[src/hw/rtl/mec_pkg.sv]
// Shared types and constants for the Mandelbrot escape colour unit.
// Used by the controller, the datapath and the top level; depends on nothing else.
package mec_pkg;

    // Controller states
    typedef enum logic [2:0] {
        ST_IDLE,
        ST_MUL,
        ST_DRAIN,
        ST_EVAL,
        ST_UPDATE,
        ST_DONE
    } mec_state_t;

    // Limb pass of the multipliers: low by low, low by high, high by low, high by high
    typedef enum logic [1:0] {
        STEP_LL = 2'd0,
        STEP_LH = 2'd1,
        STEP_HL = 2'd2,
        STEP_HH = 2'd3
    } mec_step_t;

    // Commands from the controller to the datapath
    typedef struct packed {
        logic      idle;
        logic      load;
        logic      clear_acc;
        logic      mul_en;
        mec_step_t mul_step;
        logic      eval;
        logic      update;
        logic      finish;
    } mec_cmd_t;

    // Status from the datapath to the controller
    typedef struct packed {
        logic in_radius;
        logic below_limit;
        logic out_blocked;
    } mec_status_t;

    // Colour bases and register reset value
    localparam logic [7:0] BLUE_BASE        = 8'd255;
    localparam logic [7:0] GREEN_BASE       = 8'd125;
    localparam int         ITER_LIMIT_RESET = 255;

endpackage

[src/hw/rtl/mec_ctrl.sv]
// Controller state machine of the Mandelbrot escape colour unit.
// Depends on mec_pkg for the state, command and status types.
module mec_ctrl (
    input  logic                 clk,
    input  logic                 rst_n,
    input  logic                 in_valid,
    input  mec_pkg::mec_status_t status,
    output mec_pkg::mec_cmd_t    cmd
);
    import mec_pkg::*;

    mec_state_t state_reg;
    mec_state_t state_next;
    mec_step_t  step_reg;
    mec_step_t  step_next;

    // State and limb step registers
    always_ff @(posedge clk or negedge rst_n)
    begin
        if (!rst_n)
        begin
            state_reg <= ST_IDLE;
            step_reg  <= STEP_LL;
        end
        else
        begin
            state_reg <= state_next;
            step_reg  <= step_next;
        end
    end

    // Next state
    always_comb
    begin
        state_next = state_reg;
        step_next  = STEP_LL;
        case (state_reg)
            ST_IDLE:
            begin
                if (in_valid)
                begin
                    state_next = ST_MUL;
                end
            end
            ST_MUL:
            begin
                if (step_reg == STEP_HH)
                begin
                    state_next = ST_DRAIN;
                end
                else
                begin
                    step_next = mec_step_t'(step_reg + 2'd1);
                end
            end
            ST_DRAIN:
            begin
                state_next = ST_EVAL;
            end
            ST_EVAL:
            begin
                if (status.in_radius && status.below_limit)
                begin
                    state_next = ST_UPDATE;
                end
                else
                begin
                    state_next = ST_DONE;
                end
            end
            ST_UPDATE:
            begin
                state_next = ST_MUL;
            end
            ST_DONE:
            begin
                if (!status.out_blocked)
                begin
                    state_next = ST_IDLE;
                end
            end
            default:
            begin
                state_next = ST_IDLE;
            end
        endcase
    end

    // Command outputs
    always_comb
    begin
        cmd           = '0;
        cmd.mul_step  = step_reg;
        case (state_reg)
            ST_IDLE:
            begin
                cmd.idle      = 1'b1;
                cmd.load      = in_valid;
                cmd.clear_acc = in_valid;
            end
            ST_MUL:
            begin
                cmd.mul_en = 1'b1;
            end
            ST_DRAIN:
            begin
                cmd.mul_en = 1'b0;
            end
            ST_EVAL:
            begin
                cmd.eval = 1'b1;
            end
            ST_UPDATE:
            begin
                cmd.update    = 1'b1;
                cmd.clear_acc = 1'b1;
            end
            ST_DONE:
            begin
                cmd.finish = !status.out_blocked;
            end
            default:
            begin
                cmd.idle = 1'b0;
            end
        endcase
    end

endmodule

[src/hw/rtl/mec_datapath.sv]
// Datapath of the Mandelbrot escape colour unit: z registers, limb multipliers,
// escape test, iteration count, limit register and result register. Depends on mec_pkg.
module mec_datapath #(
    parameter int ITER_BITS = 12,
    parameter int FRAC_BITS = 28
) (
    input  logic                  clk,
    input  logic                  rst_n,
    input  mec_pkg::mec_cmd_t     cmd,
    output mec_pkg::mec_status_t  status,
    input  logic                  cfg_wr_en,
    input  logic [ITER_BITS-1:0]  cfg_wr_data,
    input  logic signed [31:0]    c_re,
    input  logic signed [31:0]    c_im,
    output logic                  out_valid,
    input  logic                  out_stall,
    output logic [7:0]            blue,
    output logic [7:0]            green,
    output logic [7:0]            red,
    output logic [ITER_BITS-1:0]  iterations
);
    import mec_pkg::*;

    // z holds |c| < 2^31 plus a step of magnitude up to 4, with a sign bit to spare
    localparam int ZW = ((FRAC_BITS + 3 > 31) ? FRAC_BITS + 3 : 31) + 2;
    localparam int L  = (ZW + 1) / 2;
    localparam int MW = 2 * L;
    localparam int PW = 2 * MW;
    localparam int SW = PW + 1;

    logic signed [ZW-1:0] x_reg, y_reg, c_re_reg, c_im_reg;
    logic [ITER_BITS-1:0] n_reg, iter_limit_reg;

    logic [MW-1:0]        pp_xx_reg, pp_yy_reg, pp_xy_reg;
    logic [1:0]           pp_shift_reg;
    logic                 pp_valid_reg;
    logic [PW-1:0]        acc_xx_reg, acc_yy_reg, acc_xy_reg;
    logic signed [SW-1:0] diff_reg, xy_reg;

    logic                 out_valid_reg;
    logic [7:0]           blue_reg, green_reg;
    logic [ITER_BITS-1:0] iter_reg;

    logic [ZW-1:0]        abs_x, abs_y;
    logic [MW-1:0]        mag_x, mag_y;
    logic [L-1:0]         ax, bx, by;
    logic [L-1:0]         ay;
    logic [PW-1:0]        add_xx, add_yy, add_xy;
    logic [SW-1:0]        sum_sq, radius_lim;
    logic signed [SW-1:0] diff_next, xy_next;
    logic signed [SW-1:0] re_shift, im_shift;
    logic [15:0]          n_ext;
    logic [15:0]          n_half;
    logic                 at_limit;

    // Magnitudes of the z components split into two limbs
    assign abs_x = x_reg[ZW-1] ? -x_reg : x_reg;
    assign abs_y = y_reg[ZW-1] ? -y_reg : y_reg;
    assign mag_x = MW'(abs_x);
    assign mag_y = MW'(abs_y);

    // Limb selection for this pass: x*x, y*y and x*y
    assign ax = cmd.mul_step[1] ? mag_x[MW-1:L] : mag_x[L-1:0];
    assign bx = cmd.mul_step[0] ? mag_x[MW-1:L] : mag_x[L-1:0];
    assign ay = cmd.mul_step[1] ? mag_y[MW-1:L] : mag_y[L-1:0];
    assign by = cmd.mul_step[0] ? mag_y[MW-1:L] : mag_y[L-1:0];

    // Partial product registers, one pass per cycle
    always_ff @(posedge clk or negedge rst_n)
    begin
        if (!rst_n)
        begin
            pp_valid_reg <= 1'b0;
        end
        else
        begin
            pp_valid_reg <= cmd.mul_en;
        end
    end

    always_ff @(posedge clk)
    begin
        if (cmd.mul_en)
        begin
            pp_xx_reg    <= MW'(ax) * MW'(bx);
            pp_yy_reg    <= MW'(ay) * MW'(by);
            pp_xy_reg    <= MW'(ax) * MW'(by);
            pp_shift_reg <= {1'b0, cmd.mul_step[1]} + {1'b0, cmd.mul_step[0]};
        end
    end

    // Place each partial product at its limb weight
    always_comb
    begin
        case (pp_shift_reg)
            2'd0:
            begin
                add_xx = PW'(pp_xx_reg);
                add_yy = PW'(pp_yy_reg);
                add_xy = PW'(pp_xy_reg);
            end
            2'd1:
            begin
                add_xx = PW'(pp_xx_reg) << L;
                add_yy = PW'(pp_yy_reg) << L;
                add_xy = PW'(pp_xy_reg) << L;
            end
            default:
            begin
                add_xx = PW'(pp_xx_reg) << (2 * L);
                add_yy = PW'(pp_yy_reg) << (2 * L);
                add_xy = PW'(pp_xy_reg) << (2 * L);
            end
        endcase
    end

    // Product accumulators
    always_ff @(posedge clk)
    begin
        if (cmd.clear_acc)
        begin
            acc_xx_reg <= '0;
            acc_yy_reg <= '0;
            acc_xy_reg <= '0;
        end
        else if (pp_valid_reg)
        begin
            acc_xx_reg <= acc_xx_reg + add_xx;
            acc_yy_reg <= acc_yy_reg + add_yy;
            acc_xy_reg <= acc_xy_reg + add_xy;
        end
    end

    // Escape test and exact x^2 - y^2 and signed x*y
    assign sum_sq     = {1'b0, acc_xx_reg} + {1'b0, acc_yy_reg};
    assign radius_lim = SW'(1) << (2 * FRAC_BITS + 2);
    assign diff_next  = signed'({1'b0, acc_xx_reg}) - signed'({1'b0, acc_yy_reg});
    assign xy_next    = (x_reg[ZW-1] ^ y_reg[ZW-1]) ? -signed'({1'b0, acc_xy_reg})
                                                    : signed'({1'b0, acc_xy_reg});

    always_ff @(posedge clk)
    begin
        if (cmd.eval)
        begin
            diff_reg <= diff_next;
            xy_reg   <= xy_next;
        end
    end

    // Rounding toward minus infinity is an arithmetic shift of the exact value
    assign re_shift = diff_reg >>> FRAC_BITS;
    assign im_shift = xy_reg >>> (FRAC_BITS - 1);

    // z, c and count registers
    always_ff @(posedge clk)
    begin
        if (cmd.load)
        begin
            x_reg    <= '0;
            y_reg    <= '0;
            n_reg    <= '0;
            c_re_reg <= ZW'(c_re);
            c_im_reg <= ZW'(c_im);
        end
        else if (cmd.update)
        begin
            x_reg <= ZW'(re_shift) + c_re_reg;
            y_reg <= ZW'(im_shift) + c_im_reg;
            n_reg <= n_reg + ITER_BITS'(1);
        end
    end

    // Iteration limit register
    always_ff @(posedge clk or negedge rst_n)
    begin
        if (!rst_n)
        begin
            iter_limit_reg <= ITER_BITS'(ITER_LIMIT_RESET);
        end
        else if (cfg_wr_en)
        begin
            iter_limit_reg <= cfg_wr_data;
        end
    end

    // Colour of the finished point
    assign n_ext    = 16'(n_reg);
    assign n_half   = n_ext >> 1;
    assign at_limit = (n_reg == iter_limit_reg);

    // Result register; a waiting result does not hold up the start of the next point
    always_ff @(posedge clk or negedge rst_n)
    begin
        if (!rst_n)
        begin
            out_valid_reg <= 1'b0;
        end
        else if (cmd.finish)
        begin
            out_valid_reg <= 1'b1;
        end
        else if (!out_stall)
        begin
            out_valid_reg <= 1'b0;
        end
    end

    always_ff @(posedge clk)
    begin
        if (cmd.finish)
        begin
            blue_reg  <= at_limit ? 8'd0 : BLUE_BASE - n_ext[7:0];
            green_reg <= at_limit ? 8'd0 : GREEN_BASE - n_half[7:0];
            iter_reg  <= n_reg;
        end
    end

    assign status.in_radius   = (sum_sq <= radius_lim);
    assign status.below_limit = (n_reg < iter_limit_reg);
    assign status.out_blocked = out_valid_reg && out_stall;

    assign out_valid  = out_valid_reg;
    assign blue       = blue_reg;
    assign green      = green_reg;
    assign red        = 8'd0;
    assign iterations = iter_reg;

endmodule

[src/hw/rtl/mandelbrot_escape_colour_unit.sv]
// Top level of the Mandelbrot escape colour unit.
// Instantiates mec_ctrl and mec_datapath; types come from mec_pkg.
//
// Takes one point c in signed fixed point (FRAC_BITS fraction bits) per input
// transaction and returns one result transaction with the escape count and the
// colour bytes. Each iteration forms x*x, y*y and x*y exactly with three limb
// multipliers of about half the z width, one limb pass per cycle over the passes
// LL, LH, HL and HH, followed by a drain, an evaluate and an update step. A
// finished result sits in an output register, so the next point is taken while it
// waits; should the next point finish before that result is taken, the block
// holds until it is. The iteration limit resets to 255 and may be written only
// while the block is idle.
module mandelbrot_escape_colour_unit #(
    parameter int ITER_BITS = 12,
    parameter int FRAC_BITS = 28
) (
    input  logic                 clk,
    input  logic                 rst_n,
    input  logic                 cfg_wr_en,
    input  logic [ITER_BITS-1:0] cfg_wr_data,
    input  logic                 in_valid,
    output logic                 in_stall,
    input  logic signed [31:0]   c_re,
    input  logic signed [31:0]   c_im,
    output logic                 out_valid,
    input  logic                 out_stall,
    output logic [7:0]           blue,
    output logic [7:0]           green,
    output logic [7:0]           red,
    output logic [ITER_BITS-1:0] iterations
);
    import mec_pkg::*;

    mec_cmd_t    cmd;
    mec_status_t status;

    // Sequencer
    mec_ctrl u_ctrl (
        .clk      (clk),
        .rst_n    (rst_n),
        .in_valid (in_valid),
        .status   (status),
        .cmd      (cmd)
    );

    // Arithmetic and result storage
    mec_datapath #(
        .ITER_BITS (ITER_BITS),
        .FRAC_BITS (FRAC_BITS)
    ) u_datapath (
        .clk         (clk),
        .rst_n       (rst_n),
        .cmd         (cmd),
        .status      (status),
        .cfg_wr_en   (cfg_wr_en),
        .cfg_wr_data (cfg_wr_data),
        .c_re        (c_re),
        .c_im        (c_im),
        .out_valid   (out_valid),
        .out_stall   (out_stall),
        .blue        (blue),
        .green       (green),
        .red         (red),
        .iterations  (iterations)
    );

    // A new point is taken only while the sequencer is idle
    assign in_stall = !cmd.idle;

endmodule
[config.mk]
export PLATFORM = sky130hd
export DESIGN_NAME = mandelbrot_escape_colour_unit
export DESIGN_NICKNAME = d
export VERILOG_FILES = /design/src/hw/rtl/mec_pkg.sv /design/src/hw/rtl/mec_ctrl.sv /design/src/hw/rtl/mec_datapath.sv /design/src/hw/rtl/mandelbrot_escape_colour_unit.sv
export SDC_FILE = /design/constraint.sdc
export NUM_CORES = 2
export LEC_CHECK = 0
export ABC_AREA = 0
export BUFFER_PORTS_ARGS = -buffer_cell sky130_fd_sc_hd__buf_4
export CAP_MARGIN = 15
export CORE_ASPECT_RATIO = 1.1
export CORE_UTILIZATION = 27
export CTS_BUF_LIST = sky130_fd_sc_hd__clkbuf_8
export CTS_CLUSTER_SIZE = 30
export DETAILED_ROUTE_END_ITERATION = 7
export GPL_ROUTABILITY_DRIVEN = 0
export GPL_TIMING_DRIVEN = 0
export PLACE_DENSITY = 0.42
export SLEW_MARGIN = 40
export SYNTH_ARGS = -nofsm -noshare
export SYNTH_HDL_FRONTEND = slang
export SYNTH_HIERARCHICAL = 1
export SYNTH_SLANG_ARGS = --single-unit
[constraint.sdc]
create_clock -name clk -period 10.7 [get_ports clk]
set_clock_uncertainty 0.05 [all_clocks]
set_input_delay 2.14 -clock clk [delete_from_list [all_inputs] [get_ports clk]]
set_output_delay 2.14 -clock clk [all_outputs]
set_load 0.01 [all_outputs]
# == Word-level counts from Yosys, hierarchy flattened ==
# Index checks and enable logic that the tools add are counted.
# word_totals
in_bits,81
regBits,618
word_cells,88
out_inout_bits,38
# classes
mul,3
bitwise_logic,1
n_mux,26
addsub,15
n_reduce_logical,7
order_cmp,2
n_eq_ne,12
# ops
op,count
68-bit case mux with 2 select lines,3
68-bit adder,3
17-bit by 17-bit multiplier with 34-bit output,3
68-bit by 68-bit adder with 69-bit output,1
"69-bit by 59-bit <= comparator with 1-bit output, second input constant",1
17-bit two-way mux,4
33-bit by 32-bit adder with 33-bit output,2
33-bit two-way mux,2
33-bit negator,2
61-bit subtractor,1
60-bit two-way mux,1
60-bit negator,1
3-bit case mux with 6 select lines,1
"12-bit by 1-bit adder with 12-bit output, second input constant",1
12-bit == test,1
12-bit less-than comparator,1
1-bit two-way mux,9
3-bit two-way mux,3
"7-bit by 8-bit subtractor with 8-bit output, first input constant",1
"8-bit subtractor, first input constant",1
"3-bit by 2-bit == test with 1-bit output, second input constant",2
"3-bit == test, second input constant",2
2-bit two-way mux,2
"2-bit by 1-bit != test with 1-bit output, second input constant",2
13 further kinds,16

# == Logic depth before layout (Yosys ltp) ==
# logic_depth
word_depth,5
depth_mapped,38
mapped_depth_nobuf,37

# == By module ==
# Netlist, hierarchy kept.
# modules_own_cells
mod,n_inst,cells_per_inst,area_per_inst_um2
mec_datapath,1,8493,71235.8
mec_ctrl,1,33,311.5
mandelbrot_escape_colour_unit,1,1,3.8

# == Worst setup path after synthesis ==
# No wires, ideal clock.
# synth_path
path_type,register to register
startpoint,register u_datapath.x_reg[9]
endpoint,register u_datapath.pp_xx_reg[33] (data pin)
period_less_slack_ns,9.477
required_ns,10.390
t_arrival_ns,9.167
setup_slack_ns,1.223
n_path_buf,1
stages_incl_launch_ff,33
path_cell_list,dfxtp_1 -> or4_1 -> or4_1 -> or3_1 -> or4_1 -> nand2b_1 -> nand2b_1 -> nor4b_1 -> a21o_1 -> clkbuf_1 -> nand2_1 -> fa_1 -> fa_1 -> inv_1 -> fa_1 -> fa_1 -> fa_1 -> inv_1 -> fa_1 -> inv_1 -> ha_1 -> a21o_1 -> a21o_1 -> a21oi_1 -> nor3b_1 -> nand3_1 -> a311oi_1 -> o21bai_1 -> o21ai_0 -> o211a_1 -> o21bai_1 -> a21oi_1 -> xnor2_1
# synth_between
elab_chain_len,4
word_cells_on_any_way,5
classes_between,1 x add/sub; 1 x mul; 3 x mux
# synth_rtl
item,line,text
from (decl),mec_datapath.sv:31,"logic signed [ZW-1:0] x_reg, y_reg, c_re_reg, c_im_reg;"
from (signal assigned),mec_datapath.sv:167,x_reg <= ZW'(re_shift) + c_re_reg;
33-bit negator,mec_datapath.sv:57,assign abs_x = x_reg[ZW-1] ? -x_reg : x_reg;
33-bit two-way mux *,mec_datapath.sv:57,
17-bit two-way mux (on tied branches),"mec_datapath.sv:63, mec_datapath.sv:64",
17-bit by 17-bit multiplier with 34-bit output *,mec_datapath.sv:85,pp_xx_reg <= MW'(ax) * MW'(bx);
to (signal assigned),mec_datapath.sv:85,
to (decl),mec_datapath.sv:34,"logic [MW-1:0] pp_xx_reg, pp_yy_reg, pp_xy_reg;"
# Every way passes the cells marked *; elsewhere a longest branch is shown, timed or not.
# A chain may end at the register's enable or synchronous reset.

# == Final worst setup path ==
# layout_path
startpoint,register u_datapath.x_reg[1]
endpoint,register u_datapath.pp_xy_reg[29] (data pin)
# layout_between
elab_chain_len,4
# layout_rtl
item,line,text
33-bit negator,mec_datapath.sv:57,
33-bit two-way mux *,mec_datapath.sv:57,
17-bit two-way mux *,mec_datapath.sv:63,assign ax = cmd.mul_step[1] ? mag_x[MW-1:L] : mag_x[L-1:0];
17-bit by 17-bit multiplier with 34-bit output *,mec_datapath.sv:87,pp_xy_reg <= MW'(ax) * MW'(by);
to (signal assigned),mec_datapath.sv:87,
to (decl),mec_datapath.sv:34,
# Marks and branches as above.

==> qor.yml <==
status: "completed"
nNetsFinal: 10260
die_height_microns: 541.9
max_freq_ghz: 0.09610
final.setup.tns_ns: 0
drive_gt1_frac: 0.07337
cts_root_buffer: "clkbuf_8"
synth_cell_types: 101
clock_sinks: 554
crit_path_start_kind: "flop"
cts_buffers: 89
grt_pass1_vias: 62860
hold_class: "flop to flop"
num-fill-cells: 28200
setup_viol: 0
layout_min_cycle_time_ns: 10.41
initial_utilization: 0.2723
track_usage: 0.2214
postLayoutCellArea_sq_um: 80390
dpl_worst_slack_ns: -1.341
max_slew_margin: 0.3433
crit_path_max_incr_delay_ns: 0.60
finish.utilization: 0.3060
critPathRequiredTime_ns: 11.18
cts_buffer_depth: 3
vias: 63410
syn_area_sq_um: 71550
drt-initial-drc-count: 5049
die_area_sq_um: 267100
slowest_stage: "or4_4"
grt_max_degree: 42
crit_arrival_ns: 10.89
crit_path_end_kind: "flop"
final_max_slew_viol_count: 0
yosys_warnings: 6
ys_ff_latch: 554
fp.coreArea_sq_um: 262800
hold_viol: 0
antenna_found_initial: 25
rows: 197
insertion_delay_ns: 0.81
ios: 119
syn_area_per_cell_sq_um: 8.391
cts_tree: "done"
setup_ws_ns: 0.2947
area_delta_synth_final_pct: 12.36
post-route-period-util: 0.9725
h-tree-depth: 3
cpMostUsedCell: "fa_1"
synthCells: 8527
io_buffer_count: 110
synthFlopType: "dfxtp_1"
grt_pass1_wl_microns: 434700
drc: 0
grt_overflow: 0
hpwlAfterDp_microns: 250900
clkSlewWorstSetupHoldPaths_ns: 0.07
wl_per_cell_microns: 24.44
drt-total-wl_microns: 301500
ant_nets: 0
async_reset_ff_frac: 0.03430
die_w_microns: 492.8
viasPerCell: 5.141
place_area_sq_um: 77610
cp_max_fo: 10
synth_edf_count: 261
crit_type: "flop to flop"
drtPass1Iterations: 6
ys_seq_area_frac: 0.1930
worst_pin_slew_ns: 0.9775
drv_cap: 0
==> final timing paths <==
check                                     startpoint                           end  slack (ns)  cells after the start
setup / recovery                 u_datapath/x_reg[1]      u_datapath/pp_xy_reg[29]        0.29                     36
hold / removal             u_datapath/acc_xy_reg[23]     u_datapath/acc_xy_reg[23]        0.45                      2
setup reg to reg                 u_datapath/x_reg[1]      u_datapath/pp_xy_reg[29]        0.29                     36
hold reg to reg            u_datapath/acc_xy_reg[23]     u_datapath/acc_xy_reg[23]        0.45                      2
max in group asynchronous                      rst_n  u_datapath/iter_limit_reg[0]        9.11                      1
min in group asynchronous                      rst_n          u_datapath/out_valid        1.18                      1
==> layer usage <==
metal / track usage / up-vias / routed length (microns)
met5: 0 / - / 107
met4: 0.09844 / 14 / 15620
met3: 0.02370 / 517 / 16650
met2: 0.3681 / 2195 / 139300
met1: 0.2883 / 31460 / 129900
li1: - / 29230 / -
==> per-stage QoR <==
step | hold slack [ns] | cells
6_report | 0.4501 | 12340
5_1_grt | 0.4741 | 12330
4_1_cts | 0.4502 | 12310
3_5_place_dp | 0.4409 | 12150
3_3_place_gp | 0.4347 | 12130
2_1_floorplan | 0.3848 | 8534
==> layout make-up <==
cell class,count,area (sq um),area share
Timing Repair Buffer,156,1321,0.01643
Clock inverter,52,396.6,0.004934
Clock buffer,112,1541,0.01917
Inverter,1068,4009,0.04986
Antenna cell,8,20.02,0.0002490
Multi-Input combinational cell,6537,53280,0.6627
Buffer,366,1654,0.02057
Sequential cell,554,13810,0.1718
Tap cell,3482,4357,0.05419
==> what timing repair did <==
action	4_1_cts	5_1_grt
endpoints found under the setup margin	34	25
resized for setup	83	116
pin swaps	5	9
buffers inserted	3	21
hold buffers	0	0
==> Yosys cell counts (107+ instances only) <==
cell,instances,share of area
xnor2_1,295,0.036
a21oi_1,539,0.038
nor2_1,978,0.051
nand3_1,108,0.0076
inv_1,1064,0.056
edfxtp_1,261,0.11
xor2_1,144,0.018
and2_1,155,0.014
clkbuf_1,324,0.017
ha_1,727,0.13
fa_1,678,0.19
nor3_1,107,0.0075
mux2i_1,197,0.028
nand2_1,860,0.045
a21o_1,211,0.022
dfxtp_1,274,0.077
o21ai_0,345,0.024
==> cell usage in the layout (no fill, tap or decap), types with 32 or more instances in the layout <==
master | Yosys | routed
o31ai_1 | 59 | 51
o21a_1 | 97 | 82
edfxtp_1 | 261 | 261
nor4_1 | 52 | 44
clkbuf_2 | 0 | 77
nand3_1 | 108 | 107
buf_1 | 37 | 32
o21bai_1 | 91 | 91
clkbuf_8 | 0 | 114
ha_1 | 727 | 727
nand4_1 | 69 | 69
nand2_1 | 860 | 858
a31oi_1 | 43 | 43
a21o_1 | 211 | 210
a211oi_1 | 77 | 72
dfxtp_1 | 274 | 269
nor3_1 | 107 | 105
and3_1 | 40 | 40
a21oi_1 | 539 | 522
fa_1 | 678 | 678
nor2_1 | 978 | 971
buf_4 | 9 | 151
and2_1 | 155 | 153
xor2_1 | 144 | 138
mux2i_1 | 197 | 197
inv_1 | 1064 | 1088
clkbuf_1 | 324 | 212
nor2b_1 | 77 | 77
a22o_1 | 57 | 57
nand2b_1 | 71 | 70
o21ai_0 | 345 | 330
xnor2_1 | 295 | 274
==> worst max-delay path: cells and delay by family (launching register included) <==
kind | cells | cell delay (ns)
XOR/XNOR | 2 | 0.53
flip-flops | 1 | 0.45
buffers and inverters | 8 | 1.24
AO/OA/AOI/OAI | 9 | 1.75
AND/OR/NAND/NOR | 10 | 2.78
adder cells (fa/ha/maj) | 7 | 3.30
==> kinds of logic (layout without fill, tap and decap cells) <==
group | Yosys count | after routing | synth area share
adder cells (fa/ha/maj) | 1405 | 1405 | 0.3168
multiplexers | 211 | 211 | 0.02976
AND/OR/NAND/NOR | 2665 | 2665 | 0.1679
flip-flops | 554 | 554 | 0.1930
XOR/XNOR | 439 | 439 | 0.05374
AO/OA/AOI/OAI | 1809 | 1809 | 0.1624
buffers and inverters | 1443 | 1754 | 0.07635
other | 1 | 16 | 0.00005241
Power is not shown: default switching activity piles up to over one toggle a cycle in this logic, so the estimate is an artifact.
